File: src/rtl/kmc_pkg.sv
package kmc_pkg;

    // Store geometry and counter width.
    localparam int MAX_KMER    = 8;
    localparam int COUNT_WIDTH = 32;
    localparam int ADDR_W      = 2 * MAX_KMER;
    localparam int KLEN_W      = $clog2(MAX_KMER + 1);
    localparam int SHAMT_W     = KLEN_W + 1;

    // Fixed field widths of the ports.
    localparam int CMD_W   = 2;
    localparam int BASE_W  = 3;
    localparam int INDEX_W = 16;
    localparam int LEN_W   = 4;
    localparam int OUT_W   = 32;

    // Command codes.
    localparam logic [CMD_W-1:0] CMD_PUSH  = 2'd0;
    localparam logic [CMD_W-1:0] CMD_READ  = 2'd1;
    localparam logic [CMD_W-1:0] CMD_CLEAR = 2'd2;

    // Highest base code that is a real nucleotide (A, G, C, T).
    localparam logic [BASE_W-1:0] BASE_LAST_VALID = 3'd3;

    typedef enum logic [1:0] {
        ST_CLEAR,
        ST_IDLE,
        ST_INC,
        ST_LOAD
    } state_t;

    // Commands from the controller to the datapath.
    typedef struct packed {
        logic take_item;
        logic clear_step;
        logic inc_write;
        logic load_result;
    } ctrl_cmd_t;

    // Status from the datapath to the controller.
    typedef struct packed {
        logic push_counts;
        logic clear_last;
    } dp_status_t;

endpackage

File: src/rtl/kmc_ctrl.sv
module kmc_ctrl
    import kmc_pkg::*;
(
    input  logic             clk,
    input  logic             rst_n,
    input  logic             in_valid,
    output logic             in_stall,
    input  logic [CMD_W-1:0] cmd,
    output logic             out_valid,
    input  logic             out_stall,
    output ctrl_cmd_t        ctrl,
    input  dp_status_t       status
);

    state_t state_reg;
    state_t state_next;
    logic   out_valid_reg;
    logic   out_valid_next;
    logic   take;

    assign take = (state_reg == ST_IDLE) && in_valid;

    // Next state.
    always_comb
    begin
        state_next = state_reg;
        case (state_reg)
            ST_CLEAR:
            begin
                if (status.clear_last)
                    state_next = ST_IDLE;
            end
            ST_IDLE:
            begin
                if (take)
                begin
                    if (cmd == CMD_PUSH && status.push_counts)
                        state_next = ST_INC;
                    else if (cmd == CMD_READ)
                        state_next = ST_LOAD;
                    else if (cmd == CMD_CLEAR)
                        state_next = ST_CLEAR;
                end
            end
            ST_INC:
            begin
                state_next = ST_IDLE;
            end
            ST_LOAD:
            begin
                if (!out_valid_reg || !out_stall)
                    state_next = ST_IDLE;
            end
            default:
            begin
                state_next = ST_IDLE;
            end
        endcase
    end

    // Outputs to the datapath and the input handshake.
    always_comb
    begin
        in_stall         = (state_reg != ST_IDLE);
        ctrl.take_item   = take;
        ctrl.clear_step  = (state_reg == ST_CLEAR);
        ctrl.inc_write   = (state_reg == ST_INC);
        ctrl.load_result = (state_reg == ST_LOAD) && (!out_valid_reg || !out_stall);
    end

    // Output word flag: set on load, dropped once the word is taken.
    always_comb
    begin
        if (ctrl.load_result)
            out_valid_next = 1'b1;
        else if (!out_stall)
            out_valid_next = 1'b0;
        else
            out_valid_next = out_valid_reg;
    end

    always_ff @(posedge clk or negedge rst_n)
    begin
        if (!rst_n)
        begin
            state_reg     <= ST_CLEAR;
            out_valid_reg <= 1'b0;
        end
        else
        begin
            state_reg     <= state_next;
            out_valid_reg <= out_valid_next;
        end
    end

    assign out_valid = out_valid_reg;

endmodule

File: config.mk
export PLATFORM = sky130hd
export DESIGN_NAME = kmc_ctrl
export DESIGN_NICKNAME = d
export VERILOG_FILES = /design/src/rtl/kmc_pkg.sv /design/src/rtl/kmc_ctrl.sv
export SDC_FILE = /design/constraint.sdc
export NUM_CORES = 1
export LEC_CHECK = 0
export BUFFER_PORTS_ARGS = -buffer_cell sky130_fd_sc_hd__buf_2
export CAP_MARGIN = 20
export CORE_AREA = 2 2 39 41
export CTS_CLUSTER_DIAMETER = 50
export DETAILED_ROUTE_END_ITERATION = 7
export DIE_AREA = 0 0 41 43
export PLACE_DENSITY = 0.41
export RECOVER_POWER = 100
export SLEW_MARGIN = 15
export SYNTH_ARGS = -nofsm -noshare
export SYNTH_HDL_FRONTEND = slang
export SYNTH_SLANG_ARGS = --single-unit
File: constraint.sdc
create_clock -name clk -period 2.3 [get_ports clk]
set_clock_uncertainty 0.15 [all_clocks]
set_input_delay 0.23 -clock clk [delete_from_list [all_inputs] [get_ports clk]]
set_output_delay 0.23 -clock clk [all_outputs]
set_load 0.03 [all_outputs]
==> results of run 1 <==
## per-layer routing
| metal | vias to the layer above | track usage [%] |
|---|---|---|
| met1 | 80 | 6.47 |
| met4 | 0 | 8.00 |
| met3 | 2 | 4.71 |
| li1 | 106 | - |
| met2 | 13 | 7.81 |
| met5 | - | 0 |
## cells in the mapped netlist, drive strengths merged
master / count / share of area [%]
buf: 2 / 7.0
and3b: 1 / 4.1
and2b: 1 / 4.1
a21oi: 2 / 4.7
a22o: 1 / 4.1
o2bb2ai: 1 / 4.1
nand4bb: 1 / 5.3
nor2: 1 / 1.8
dfrtp: 3 / 35
or2b: 1 / 4.1
ha: 2 / 12
o32a: 1 / 5.3
inv: 2 / 3.5
nand2: 3 / 5.3
## final timing paths
check	start	end	slack, ps	depth (start not counted)
min in group asynchronous	rst_n	state_reg[0]	190	2
min reg2reg	out_valid	out_valid	350	2
max in group asynchronous	rst_n	out_valid	1660	2
min	status[0]	state_reg[0]	90	2
max	state_reg[0]	ctrl[0]	690	3
max reg2reg	state_reg[0]	state_reg[0]	1190	1
## cell families after synthesis
| group | share of synthesized area, % |
|---|---|
| fa+ha+maj | 11.7 |
| compound gates | 18.1 |
| buf+inv | 10.5 |
| flops | 35.1 |
| simple gates | 24.6 |
## final cells by class
class | count | area (um2) | area share, %
Clock buffer | 4 | 26.3 | 8.43
Inverter | 2 | 7.51 | 2.41
Multi-Input combinational cell | 15 | 116 | 37.3
Sequential cell | 3 | 75.1 | 24.1
Tap cell | 16 | 20.0 | 6.43
Timing Repair Buffer | 14 | 66.3 | 21.3
## worst max-delay path, delay by kind of cell, from the launching register on
family,cells,cell delay (ps)
flip-flops,1,440
buffers and inverters,1,320
AO/OA/AOI/OAI,1,130
AND/OR/NAND/NOR,1,120
## power breakdown
group	total, W	switching (W)	internal [W]	leakage [nW]
Clock	0.0000891	0.0000243	0.0000648	0.0150
Sequential	0.0000676	0.00000835	0.0000593	0.0373
Combinational	0.0000685	0.0000435	0.0000251	0.104
## through the flow
stage	total power, W	cell area [um2]
2_1_floorplan	0.000121	214
3_3_place_gp	0.000140	284
3_5_place_dp	0.000139	284
4_1_cts	0.000233	320
5_1_grt	0.000240	312
6_report	0.000225	312
==> key figures, run 1 <==
Route
  • Top sig layer: met4
  • DRT antenna net count: 0
  • Drt first pass iters: 4
  • Met2 wire length: 169 um
  • Avg WL per Cell: 9.06 um
  • Met3 WL post-DR: 82 um
  • DR vias: 201
  • Routed WL: 489 um
  • DRC: 0
  • WL met1: 225 um
  • Drt initial violations: 3
  • Via density: 3.72

Critical path
  • Crit Path Category: flip-flop to primary output
  • CP Launch Type: flip-flop
  • CP arrival: 1230 ps
  • Worst Path Required: 1920 ps
  • CP endpoint kind: primary output
  • Slowest-stage cell, CP: dfrtp_1
  • Crit path max fanout: 7
  • CP peak stage delay: 440 ps
  • Ordered list of cells on the worst path: nand2_1 > a21oi_1 > clkbuf_1

Clock tree
  • Reg clk slew, reported paths: 30 ps
  • Worst skew pair latency: 230 ps
  • # Post-CTS Setup Buffers: 0
  • CTS tree: built
  • Hold Buf Count CTS: 1
  • PostCTS Resize Cnt: 0
  • TritonCTS Buffers: 3
  • Root buffer cell: clkbuf_4
  • Total clock sinks: 3
  • Max Root-Sink Buffers: 2
  • # H-tree levels: 1

Die
  • Core Area: 1380 um2
  • Die area: 1760 um2
  • Die outline width: 41 um
  • I/O pins: 14
  • Die height: 43 um
  • Starting Density: 15.5%
  • Std-Cell Rows: 14

Timing
  • RSZ-0062 raised after global routing: no
  • F_max: 620 MHz
  • Setup WS post-layout: 686 ps
  • Slew headroom: 75.5%
  • Final hold vios: 0
  • Tmin final: 1610 ps
  • Setup TNS: 0 ps
  • WHS: 88.4 ps
  • Final slew viol count: 0
  • Fin crit share: 70.2%
  • Worst-margin pin slew: 368 ps
  • Final setup vio count: 0

Cells and area
  • Post-layout util: 22.5%
  • Commonest non-fill, non-tap cells in the layout: 8 x clkbuf_1, 6 x buf_2, 3 x nand2_1, 3 x clkbuf_4, 3 x dfrtp_1
  • Final Instance Count excl. Fillers: 54
  • FILL cells: 154
  • Commonest non-fill, non-tap cell in the layout: clkbuf_1
  • Share of cells above drive strength 1: 31.6%
  • Synth-to-Final Area Change: 45.6%
  • Max FFs per register: 2
  • Antenna Cells: 0
  • Layout net count: 49

Synthesis
  • Seq/Total Area, Yosys: 35.1%
  • Avg Inst Size Synth: 9.73 um2
  • Yosys cell types: 14
  • Post-synth net total: 32
  • Flops & latches, synth: 3
  • Mapped cell area: 214 um2
  • Cells after Synth: 22
  • Warnings, synthesis: 0

Global route
  • Largest net degree at the start of global routing: 8
  • Global-route wire length before repair: 662 um
  • GRT overflow: 0
  • Vias in the first global route: 167
  • Antenna violations before repair: 0
  • GRT Total Usage: 6.64%

Status
  • Status: completed

Pwr
  • Pwr per Cell Area: 723 nW/um2
  • VDD IR max: 0.000168 V
  • P_leak: 0.157 nW

Job
  • Number of max-cap violations: 0

Hold path
  • Hold Path Class: input port to flip-flop

Place
  • Dpl cells: 49
  • HPWL Detailed: 379 um
  • Setup slack after placement: 1020 ps
  • Buffers on Ports: 13
  • Placer congestion estimate: 0.588
No activity file was read; power rests on OpenSTA's default activity.
==> run 2, diff against run 1 <==
--- a/config.mk
+++ b/config.mk
@@ -5,13 +5,14 @@
 export SDC_FILE = /design/constraint.sdc
 export NUM_CORES = 1
 export LEC_CHECK = 0
+export ABC_AREA = 1
 export BUFFER_PORTS_ARGS = -buffer_cell sky130_fd_sc_hd__buf_2
 export CAP_MARGIN = 20
 export CORE_AREA = 2 2 39 41
 export CTS_CLUSTER_DIAMETER = 50
 export DETAILED_ROUTE_END_ITERATION = 7
 export DIE_AREA = 0 0 41 43
-export PLACE_DENSITY = 0.41
+export PLACE_DENSITY = 0.46
 export RECOVER_POWER = 100
 export SLEW_MARGIN = 15
 export SYNTH_ARGS = -nofsm -noshare
==> constraint.sdc (replaced) <==
create_clock -name clk -period 1.6 [get_ports clk]
set_clock_uncertainty 0.15 [all_clocks]
set_input_delay 0.16 -clock clk [delete_from_list [all_inputs] [get_ports clk]]
set_output_delay 0.16 -clock clk [all_outputs]
set_load 0.03 [all_outputs]
==> key figures, run 2 <==
Synthesis
  • Warnings, synthesis: 0 (unchanged)
  • Cells after Synth: 40 (+82%)
  • Most frequent cell after synthesis: nand2_1
  • Number of synthesized flops with an enable pin: 0 (unchanged)
  • Yosys top cell area share: 27.4% (-7.7 points)
  • Synth top cells by count: 9 x nand2_1, 8 x inv_1, 5 x nand2_2, 3 x dfrtp_1
  • Top FF cell, synth: dfrtp_1
  • Seq/Total Area, Yosys: 27.4% (-7.7 points)
  • Asr flop ratio synth: 100% (unchanged)
  • Area leader, netlist: dfrtp_1
  • Yosys cell types: 13 (-1)
  • Mapped cell area: 274 um2 (+28%)
  • Avg Inst Size Synth: 6.85 um2 (-30%)
  • Largest cells by area after synthesis: dfrtp_1 27%, nand2_1 12%, nand2_2 11%
  • Flops & latches, synth: 3 (unchanged)
  • Post-synth net total: 50 (+56%)

Critical path
  • CP arrival: 1110 ps (-120 ps)
  • Origin of the critical flop-to-flop path: state_reg[0]
  • Crit Path Category: flip-flop to primary output
  • CP Launch Type: flip-flop
  • CP endpoint kind: primary output
  • Ordered list of cells on the worst path: inv_1 > nand2_2 > nor2_1 > clkbuf_2
  • CP Launch Point: state_reg[1]
  • CP peak stage delay: 360 ps (-80 ps)
  • Crit path max fanout: 4 (-3)
  • Worst Path Required: 1290 ps (-630 ps)
  • Slowest-stage cell, CP: dfrtp_1

Cells and area
  • Commonest non-fill, non-tap cells in the layout: 10 x nand2_1, 8 x inv_1, 6 x buf_2, 5 x clkbuf_1, 4 x nand2_2
  • Synth-to-Final Area Change: 33.3%
  • Final Instance Count excl. Fillers: 72 (+33%)
  • Commonest non-fill, non-tap cell in the layout: nand2_1
  • Share of cells above drive strength 1: 33.9% (+2.3 points)
  • FILL cells: 165 (+7.1%)
  • Footprint of the multi-input gates: 136 um2 (+17%)
  • Layout net count: 67 (+37%)
  • Post-route design area: 365 um2 (+17%)
  • Antenna Cells: 0 (unchanged)
  • Total area of sequential cells: 75.1 um2 (unchanged)
  • Max FFs per register: 2 (unchanged)

Clock tree
  • # Post-CTS Setup Buffers: 0 (unchanged)
  • CTS tree: built
  • # H-tree levels: 1 (unchanged)
  • Worst skew pair latency: 240 ps (about the same)
  • TritonCTS Buffers: 3 (unchanged)
  • Root buffer cell: clkbuf_4
  • Total clock sinks: 3 (unchanged)
  • Reg clk slew, reported paths: 40 ps (about the same)
  • Max Root-Sink Buffers: 2 (unchanged)

Place
  • Dpl cells: 67 (+37%)
  • HPWL Detailed: 378 um (about the same)
  • Placed Area: 344 um2 (+21%)
  • Placer congestion estimate: 0.559 (-5.0%)
  • Buffers on Ports: 13 (unchanged)

Route
  • DR vias: 249 (+24%)
  • DRT antenna net count: 0 (unchanged)
  • Via density: 3.46 (-7.1%)
  • WL met1: 188 um (-16%)
  • Met3 WL post-DR: 32 um (-61%)
  • Top sig layer: met4
  • Routed WL: 465 um (-4.9%)
  • Avg WL per Cell: 6.46 um (-29%)
  • Drt first pass iters: 4 (unchanged)
  • DRC: 0 (unchanged)
  • Met2 wire length: 225 um (+33%)
  • Drt initial violations: 4 (+1)

Timing
  • Worst-margin pin slew: 365 ps (-3.49 ps)
  • Slew headroom: 75.8% (+0.23 points)
  • Final setup vio count: 0 (unchanged)
  • Fin crit share: 88.5%
  • Setup TNS: 0 ps (unchanged)
  • Final hold vios: 0 (unchanged)
  • RSZ-0062 raised after global routing: no
  • F_max: 706 MHz
  • Tmin final: 1420 ps
  • Final slew viol count: 0 (unchanged)

Global route
  • Antenna violations before repair: 0 (unchanged)
  • Global-route wire length before repair: 834 um (+26%)
  • Vias in the first global route: 229 (+37%)
  • GRT Total Usage: 7.75% (+1.1 points)
  • GRT overflow: 0 (unchanged)
  • Largest net degree at the start of global routing: 6 (-2)

Hold path
  • Hold Path Class: input port to flip-flop
  • Worst Min Path Start: out_stall

Die
  • Die height: 43 um (unchanged)
  • Std-Cell Rows: 14 (unchanged)
  • I/O pins: 14 (unchanged)
  • Core Area: 1380 um2 (unchanged)
  • Die area: 1760 um2 (unchanged)
  • Starting Density: 19.8% (+4.3 points)
  • Die outline width: 41 um (unchanged)

Pwr
  • Overall power: 0.000597 W (+160%)
  • Pwr per Cell Area: 1630 nW/um2 (+130%)
  • VDD IR max: 0.000241 V (+43%)
  • P_leak: 0.217 nW (+38%)

Job
  • Number of max-cap violations: 0 (unchanged)

Status
  • Status: completed
run 2: timing repair:
item,CTS,global route
hold buffers,1,0
gates resized for setup,0,0
hold endpoints to repair,3,0
run 2: power by group:
group	internal [W]	leakage (nW)	switching [W]
sequential	0.000103	0.0389	0.0000261
combinational	0.0000973	0.163	0.000236
clock	0.0000936	0.0150	0.0000414
total	0.000294	0.217	0.000303
run 2: routing by layer:
layer,vias up,track usage (%)
met5,-,0
met2,8,9.69
li1,144,-
met1,95,8.12
met3,2,3.14
met4,0,10.0
run 2: kinds of logic (layout without fill, tap and decap cells):
kind of cell / count (synthesis) / in the layout / share of synthesized area [%]
AOI/OAI and AO/OA: 2 / 2 / 3.65
adders and majority gates: 2 / 2 / 9.13
buffers and inverters: 12 / 28 / 19.2
DFF: 3 / 3 / 27.4
and+or+nand+nor: 21 / 21 / 40.6
run 2: cell type report:
type	count	area share, %
well taps	16	5.48
multi-input cells	25	37.3
clock buffers	4	7.19
inverters	10	10.3
repair buffers	14	19.2
flip-flops and latches	3	20.5
run 2: per-stage QoR:
step                hold slack, ps  utilization, %  setup WS (ps)
floorplan                     -286               -            367
global placement              -194            24.9            397
detailed placement            -193            24.9            402
CTS                           60.8            27.5            155
global route                  61.0            26.4           86.4
finish                        14.1            26.4            184
run 2: path summary, 6_finish.rpt:
check                                to  slack (ps)  depth (start not counted)
setup / recovery                ctrl[3]         180                          4
hold / removal                out_valid          10                          3
setup reg to reg           state_reg[0]         400                          5
hold reg to reg               out_valid         360                          2
max in group asynchronous     out_valid        1040                          2
min in group asynchronous  state_reg[0]         100                          2
run 2: worst max-delay path: cells and delay by family (launching register included):
| kind | cells | cell delay (ps) |
|---|---|---|
| flip-flops | 1 | 360 |
| buffers and inverters | 2 | 320 |
| AND/OR/NAND/NOR | 2 | 180 |
==> run 3, diff against run 2 <==
--- a/config.mk
+++ b/config.mk
@@ -13,7 +13,7 @@
 export DETAILED_ROUTE_END_ITERATION = 7
 export DIE_AREA = 0 0 41 43
 export PLACE_DENSITY = 0.46
-export RECOVER_POWER = 100
+export REMOVE_ABC_BUFFERS = 1
 export SLEW_MARGIN = 15
 export SYNTH_ARGS = -nofsm -noshare
 export SYNTH_HDL_FRONTEND = slang
==> key figures, run 3 (synthesis gave the netlist of run 2 again) <==
Cells and area
  • Post-route design area: 380 um2 (+4.1%)
  • Commonest non-fill, non-tap cells in the layout: 13 x buf_2, 9 x nand2_1, 8 x inv_1, 5 x nand2_2
  • Max FFs per register: 2 (unchanged)
  • FILL cells: 159 (-3.6%)
  • Antenna Cells: 0 (unchanged)
  • Share of cells above drive strength 1: 44.6% (+11 points)
  • Layout net count: 67 (unchanged)
  • Synth-to-Final Area Change: 38.8%
  • Commonest non-fill, non-tap cell in the layout: buf_2
  • Post-layout util: 27.5% (+1.1 points)

Critical path
  • CP Launch Point: state_reg[0]
  • CP endpoint kind: primary output
  • Worst Path Required: 1290 ps (about the same)
  • Crit Path Category: flip-flop to primary output
  • CP arrival: 1080 ps (-30 ps)
  • CP Launch Type: flip-flop
  • Crit path max fanout: 5 (+1)
  • Origin of the critical flop-to-flop path: state_reg[0]

Timing
  • Final hold vios: 0 (unchanged)
  • Setup WS post-layout: 208 ps (+23.9 ps)
  • RSZ-0062 raised after global routing: no
  • F_max: 718 MHz (+1.7%)
  • Final slew viol count: 0 (unchanged)
  • WHS: 78.9 ps (+64.8 ps)
  • Final setup vio count: 0 (unchanged)
  • Worst-margin pin slew: 182 ps (-183 ps)
  • Setup TNS: 0 ps (unchanged)
  • Slew headroom: 87.9% (+12 points)
  • Fin crit share: 87.0% (-1.5 points)
  • Tmin final: 1390 ps (-23.9 ps)

Clock tree
  • Worst skew pair latency: 220 ps (-20 ps)
  • PostCTS Resize Cnt: 0 (unchanged)
  • # Post-CTS Setup Buffers: 0 (unchanged)
  • TritonCTS Buffers: 3 (unchanged)
  • Root buffer cell: clkbuf_4
  • Reg clk slew, reported paths: 30 ps (about the same)
  • # H-tree levels: 1 (unchanged)
  • CTS tree: built
  • Total clock sinks: 3 (unchanged)
  • Max Root-Sink Buffers: 2 (unchanged)

Pwr
  • P_leak: 0.232 nW (+7.2%)
  • VDD IR max: 0.000333 V (+38%)
  • Pwr per Cell Area: 1580 nW/um2 (-3.2%)

Die
  • Die area: 1760 um2 (unchanged)
  • Starting Density: 19.8% (unchanged)
  • Std-Cell Rows: 14 (unchanged)
  • Die outline width: 41 um (unchanged)
  • Core Area: 1380 um2 (unchanged)
  • I/O pins: 14 (unchanged)
  • Die height: 43 um (unchanged)

Route
  • Met3 WL post-DR: 25 um (-22%)
  • Avg WL per Cell: 6.18 um (-4.3%)
  • WL met1: 185 um (-1.6%)
  • Routed WL: 445 um (-4.3%)
  • DRC: 0 (unchanged)
  • Met2 wire length: 234 um (+4.0%)
  • Via density: 3.63 (+4.8%)
  • Top sig layer: met3
  • Drt initial violations: 4 (unchanged)
  • DRT antenna net count: 0 (unchanged)
  • DR vias: 261 (+4.8%)
  • Drt first pass iters: 2 (-2)

Place
  • HPWL Detailed: 404 um (+6.9%)
  • Setup slack after placement: 400 ps (-2.13 ps)
  • Placed Area: 344 um2 (unchanged)
  • Placer congestion estimate: 0.690 (+24%)
  • Buffers on Ports: 13 (unchanged)

Hold path
  • Worst Min Path Start: out_stall
  • Hold Path Class: input port to flip-flop

Global route
  • Largest net degree at the start of global routing: 6 (unchanged)
  • GRT Total Usage: 6.95% (-0.81 points)
  • Vias in the first global route: 238 (+3.9%)
  • Antenna violations before repair: 0 (unchanged)
  • Global-route wire length before repair: 793 um (-4.9%)
  • GRT overflow: 0 (unchanged)

Job
  • Number of max-cap violations: 0 (unchanged)

Status
  • Status: completed
run 3: what timing repair did:
action,in CTS,in global routing
hold endpoints to repair,3,0
hold buffers,1,0
endpoints found under the setup margin,0,0
run 3: critical path, stage by stage, from the launching register on:
cell and delay (ps):
dfrtp_1 420, nand2_2 110, a21oi_1 120, buf_2 210
run 3: per-layer routing:
| layer | track usage [%] | vias up |
|---|---|---|
| met1 | 7.47 | 109 |
| met2 | 9.69 | 5 |
| met4 | 6.00 | 0 |
| met3 | 3.14 | 0 |
| met5 | 0 | - |
| li1 | - | 147 |
run 3: power by group:
part / leakage, nW / internal [W] / switching, W
sequential: 0.0389 / 0.000103 / 0.0000281
combinational: 0.179 / 0.000107 / 0.000237
clock: 0.0150 / 0.0000930 / 0.0000328
total: 0.232 / 0.000303 / 0.000298
run 3: per-stage QoR:
step / cells / total power, W
after floorplan: 38 / 0.000399
after global placement: 67 / 0.000481
after detailed placement: 67 / 0.000481
after CTS: 72 / 0.000613
after global routing: 72 / 0.000657
final: 72 / 0.000602
run 3: cell type report:
cell class,instances,area [um2],area share [%]
clock buffers,4,26.3,6.91
inverters,10,37.5,9.87
multi-input cells,25,146,38.5
flip-flops and latches,3,75.1,19.7
well taps,16,20.0,5.26
repair buffers,14,75.1,19.7
run 3: final timing paths:
check | endpoint | slack [ps] | depth (start not counted)
worst min register to register | out_valid | 400 | 2
worst min-delay path | out_valid | 80 | 3
worst max register to register | state_reg[0] | 470 | 6
min in group asynchronous | out_valid | 110 | 2
max in group asynchronous | state_reg[0] | 1090 | 2
worst max-delay path | ctrl[0] | 210 | 3
